`src/rtl/vsm_pkg.sv`:
```
// vsm_pkg: shared types and constants for the vector softmax block
// command and status structs between controller and datapath, exp and divider constants
// no dependencies
package vsm_pkg;

    localparam logic [16:0] LOG2E_Q16    = 17'd94548;
    localparam logic [29:0] LN2_Q30      = 30'd744261118;
    localparam logic [30:0] ONE_Q30      = 31'h4000_0000;
    localparam logic [3:0]  TAYLOR_TERMS = 4'd10;
    localparam logic [5:0]  EXP_ZERO_N   = 6'd17;
    localparam logic [5:0]  DIV_STEPS    = 6'd33;

    typedef struct packed {
        logic load;
        logic exp_rd;
        logic exp_start;
        logic exp_store;
        logic div_rd;
        logic div_start;
        logic emit;
        logic clear;
        logic idx_clr;
        logic idx_inc;
    } t_cmd;

    typedef struct packed {
        logic exp_done;
        logic div_done;
        logic idx_last;
    } t_sts;

    // floor(2^31 / k) for the Horner divisors
    function automatic logic [31:0] rcp_q31(input logic [3:0] k);
        logic [31:0] r;
        unique case (k)
            4'd1:    r = 32'd2147483648;
            4'd2:    r = 32'd1073741824;
            4'd3:    r = 32'd715827882;
            4'd4:    r = 32'd536870912;
            4'd5:    r = 32'd429496729;
            4'd6:    r = 32'd357913941;
            4'd7:    r = 32'd306783378;
            4'd8:    r = 32'd268435456;
            4'd9:    r = 32'd238609294;
            4'd10:   r = 32'd214748364;
            default: r = 32'd0;
        endcase
        return r;
    endfunction

endpackage

```
`src/rtl/vsm_ctrl.sv`:
```
// vsm_ctrl: sequencer for load, exp pass and output pass
// drives datapath commands from its status
// depends on vsm_pkg
module vsm_ctrl (
    input  logic          i_clk,
    input  logic          i_rst_n,
    input  logic          i_start,
    input  logic          i_last,
    input  vsm_pkg::t_sts i_sts,
    output vsm_pkg::t_cmd o_cmd,
    output logic          o_busy
);

    localparam logic [2:0] C_LOAD   = 3'd0;
    localparam logic [2:0] C_ERD    = 3'd1;
    localparam logic [2:0] C_ESTART = 3'd2;
    localparam logic [2:0] C_EWAIT  = 3'd3;
    localparam logic [2:0] C_DRD    = 3'd4;
    localparam logic [2:0] C_DSTART = 3'd5;
    localparam logic [2:0] C_DWAIT  = 3'd6;

    logic [2:0] r_st, n_st;

    always_comb begin
        n_st  = r_st;
        o_cmd = '0;
        unique case (r_st)
            C_LOAD: begin
                if (i_start) begin
                    o_cmd.load = 1'b1;
                    if (i_last) begin
                        o_cmd.idx_clr = 1'b1;
                        n_st          = C_ERD;
                    end
                end
            end
            C_ERD: begin
                o_cmd.exp_rd = 1'b1;
                n_st         = C_ESTART;
            end
            C_ESTART: begin
                o_cmd.exp_start = 1'b1;
                n_st            = C_EWAIT;
            end
            C_EWAIT: begin
                if (i_sts.exp_done) begin
                    o_cmd.exp_store = 1'b1;
                    if (i_sts.idx_last) begin
                        o_cmd.idx_clr = 1'b1;
                        n_st          = C_DRD;
                    end else begin
                        o_cmd.idx_inc = 1'b1;
                        n_st          = C_ERD;
                    end
                end
            end
            C_DRD: begin
                o_cmd.div_rd = 1'b1;
                n_st         = C_DSTART;
            end
            C_DSTART: begin
                o_cmd.div_start = 1'b1;
                n_st            = C_DWAIT;
            end
            C_DWAIT: begin
                if (i_sts.div_done) begin
                    o_cmd.emit = 1'b1;
                    if (i_sts.idx_last) begin
                        o_cmd.clear = 1'b1;
                        n_st        = C_LOAD;
                    end else begin
                        o_cmd.idx_inc = 1'b1;
                        n_st          = C_DRD;
                    end
                end
            end
            default: n_st = C_LOAD;
        endcase
    end

    always_ff @(posedge i_clk) begin
        if (!i_rst_n) begin
            r_st <= C_LOAD;
        end else begin
            r_st <= n_st;
        end
    end

    assign o_busy = r_st != C_LOAD;

endmodule
```
`config.mk`:
```
export PLATFORM = sky130hd
export DESIGN_NAME = vsm_ctrl
export DESIGN_NICKNAME = d
export VERILOG_FILES = /design/src/rtl/vsm_pkg.sv /design/src/rtl/vsm_ctrl.sv
export SDC_FILE = /design/constraint.sdc
export NUM_CORES = 1
export LEC_CHECK = 0
export BUFFER_PORTS_ARGS = -buffer_cell sky130_fd_sc_hd__buf_2
export CAP_MARGIN = 5
export CORE_AREA = 10 10 47 49
export DETAILED_ROUTE_END_ITERATION = 10
export DIE_AREA = 0 0 57 59
export GPL_ROUTABILITY_DRIVEN = 0
export PLACE_DENSITY = 0.55
export SYNTH_ARGS = -nofsm -noshare
export SYNTH_HDL_FRONTEND = slang
export SYNTH_SLANG_ARGS = --single-unit
```
`constraint.sdc`:
```
create_clock -name i_clk -period 1.05 [get_ports i_clk]
set_input_delay 0.105 -clock i_clk [delete_from_list [all_inputs] [get_ports i_clk]]
set_output_delay 0.105 -clock i_clk [all_outputs]
set_load 0.01 [all_outputs]
```
==> impl_summary.md <==
Run status
The run finished, with violations left. The final reports fail on setup timing.

Route
The iteration count of the initial detailed-routing pass is 4. The final layout contains routed wiring with a total length of 1.03 mm. In the routed layout, each cell is associated on average with a via count of 4.53. After the first detailed-routing iteration, the DRC count stood at 7. The detailed-route via count is 394. The count of nets left with antenna violations once routing finished came out at 0. After detailed routing, the number of remaining DRC violations is 0. Dividing the detail-routed wire length by the instance count gives 11.8 um.

Worst setup path
Data arrives at the worst endpoint at 1.18 ns. The worst-case reg-to-reg path depth is 5. The start point of the critical path is r_st[0]. STA classifies the critical path startpoint as a flop. The nature of the critical path endpoint is an output port. The capture point of the worst path is o_cmd[9].

The reg-to-reg endpoint is r_st[2]. The worst setup path is of the flop to output port kind. The top fanout value on the critical path is 6. The data required time of the critical path is 0.94 ns. The startpoint identified for the worst register-to-register timing path is r_st[1]. The register-to-register setup slack is -0.10 ns.

STA
The period utilization is 1.23. The time the worst path needs with I/O delays and setup is 1.29 ns. In the post-route analysis, the smallest setup slack over all paths is -0.237 ns.

The count of pins over their slew limit is 0. Setup violations remaining at the end of the flow were counted as 12. For the final routed database, the setup TNS stands at -1.98 ns. The count of endpoints failing hold in the final timing report is 0. Setup repair after global routing could not meet its margin everywhere. The largest clock skew in the final design is 0.00451 ns. In this run the tightest slew margin relative to its limit is 0.864. At the pin with the least slew margin, the transition time is 0.203 ns. The achievable frequency is 777 MHz.

Layout
The total of fill cells in the finished design is 152. The total area of sequential cells is 71.3 sq um. The final net count is 79. r_st holds more flip-flops than any other register.

The area of combinational cells with multiple inputs is 239 sq um. From synthesis to final layout, the design area changed by 104%. The register with the most flip-flops in the layout has 3 of them.

The final antenna diode count is 0. The largest registers in the layout are r_st x3. With fillers left out, the area of the finished cells amounts to 576 sq um.

Of the cells placed in the final design, the portion with a size suffix greater than 1 is 0.634.

Synth
The synthesized design spends more area on one cell type than any other, namely dfxtp_1. Yosys attributes the largest share of cell area to dfxtp_1 21%, nand2_1 8.0%, nor3b_1 8.0%. Of the post-synthesis cell area, the part taken by muxes is 0. The count of cell types in the netlist is 23. The share of the synthesized area in the top cell type is 0.213.

The cell with the most instances after synthesis is nand2_1. Summing every instance area after synthesis gives 282 sq um. The xor/xnor share of the synthesized area is 0. The flop and latch count out of synthesis is 3. Of the total synthesized cell area, the portion taken by full adders, half adders and majority gates is 0.

The async set-or-reset flop fraction in the synthesized netlist is 0. The Yosys step of the flow raised 0 warnings. After synthesis, the largest family of logic cells by area is simple AND/OR/NAND/NOR gates. For this run, the register share of the synthesized area comes to 0.213. Synthesis produced a netlist with a net count of 46. The number of flops mapped to enable cells by yosys is 0. By count the netlist is led by 6 x nand2_1, 3 x dfxtp_1, 3 x nor2_1, 3 x nor3b_1. Of the total synthesized cell area, the portion taken by AND, OR, NAND and NOR gates is 0.516.

For this run, the leading register cell type out of synthesis is dfxtp_1. The synthesized-area fraction occupied by ao, oa, aoi and oai cells came to 0.187. The mean cell area of the mapped netlist is 7.22 sq um. The synthesized netlist cell count is 39.

Power
The worst supply voltage drop on vdd is 0.321 mV. Power spread over the standard cell area amounts to 861 mW/mm^2. The leakage power summed over all cells is 0.305 nW.

The sum of internal, switching and leakage power is 0.000496 W.

Floorplanning
In this run the count of I/O pins placed on the die edge is 18. The initial core utilization is 0.201. The height of the die is 59 um. Row generation in the floorplan step produced 14 rows. The x dimension of the die is 57 um. The region available for standard cell placement spans 0.00140 sq mm. The area enclosed by the die boundary is 0.00336 sq mm.

Placed design
During placement, the flow inserted port buffers numbering 17. The placement-stage cell area is 437 sq um. The post-DP HPWL is 712 um.

Clocking
The root cell of the clock tree is clkbuf_4. TritonCTS built the clock tree. The number of H-tree levels is 1.

Clock latency on the worst-skew pair, taken at its later pin, is 0.23 ns. Counting the buffers created by CTS gives 3. The count of clock tree sinks is 3. The clock passes through at most 2 buffers. After clock tree synthesis, the clock-pin slew on the worst setup and hold paths is 0.04 ns.

GRT
The via count of the first global-routing pass is 395. The global route total overflow is 0. The combined global-route utilization of all metal layers is 0.0600. The pin count of the biggest net entering global routing is 9. The number of antenna violations at the first check in global routing was 0. The first global-routing pass estimated 1.71 mm of wire.

Job
The max-capacitance violation count is 0.

Worst hold path
The worst hold path belongs to the class input pin to flop.
[layout by cell type, fill, tap and decap left out]
cell type / instances
a211oi_1: 1
a21boi_1: 2
a21oi_1: 1
a22oi_2: 1
and2_1: 1
and3b_1: 2
and4b_1: 1
buf_2: 16
buf_4: 9
buf_6: 6
clkbuf_1: 1
clkbuf_4: 3
dfxtp_4: 3
inv_1: 1
nand2_1: 5
nand2_4: 1
nand3_1: 2
nand3b_1: 2
nand4_1: 1
nor2_1: 2
nor2_2: 1
nor3_1: 1
nor3b_2: 3
nor3b_4: 1
o211ai_1: 1
o21ai_0: 1
o21ai_1: 1
or3_4: 1
[routing by layer]
| metal | GRT usage | routed length [um] | up-vias |
|---|---|---|---|
| li1 | - | - | 208 |
| met1 | 0.0652 | 407 | 177 |
| met2 | 0.0915 | 518 | 9 |
| met3 | 0.0279 | 101 | 0 |
| met4 | 0.0403 | 0 | 0 |
| met5 | 0 | 0 | - |
[cell type report]
type,count,area share
inverters,1,0.00652
multi-input cells,32,0.415
flip-flops and latches,3,0.124
well taps,16,0.0348
repair buffers,31,0.374
clock buffers,4,0.0457
[how the worst min path moves through the flow]
| stage | to | slack [ns] | start | cells after the start |
|---|---|---|---|---|
| after floorplan | r_st[2] | 0.22 | i_rst_n | 2 |
| after global routing | r_st[2] | 0.11 | i_rst_n | 3 |
| after detailed placement | r_st[2] | 0.35 | i_rst_n | 3 |
| final | r_st[2] | 0.11 | i_rst_n | 3 |
| after global placement | r_st[2] | 0.36 | i_rst_n | 3 |
| after CTS | r_st[2] | 0.10 | i_rst_n | 3 |
[repair_timing]
item,in CTS,in global routing
gates resized for setup,11,13
hold buffers,0,0
pin swaps,6,8
endpoints found under the setup margin,12,13
setup buffers,2,3
[stage by stage]
step / utilization / instances / worst slack [ns] / hold WS [ns]
finish: 0.411 / 87 / -0.237 / 0.110
global placement: 0.312 / 78 / -0.0690 / 0.356
floorplan: - / 39 / 0.00854 / 0.219
global route: 0.411 / 87 / -0.298 / 0.109
detailed placement: 0.312 / 78 / -0.0883 / 0.353
CTS: 0.363 / 84 / -0.234 / 0.104
[kinds of logic after synthesis]
group           Yosys count
flops                     3
buf+inv                   4
simple gates             24
compound gates            8
[power by group]
part | total [W] | switching [W] | leakage [nW] | internal (W)
sequential | 0.000131 | 0.0000134 | 0.0267 | 0.000118
combinational | 0.000159 | 0.0000689 | 0.264 | 0.0000899
clock | 0.000205 | 0.0000627 | 0.0150 | 0.000143
[critical path: stages, from the launching register on]
cell and delay [ns]:
dfxtp_4 0.36, or3_4 0.39, nor2_2 0.07, buf_2 0.12
No activity file was read; power rests on OpenSTA's default activity.
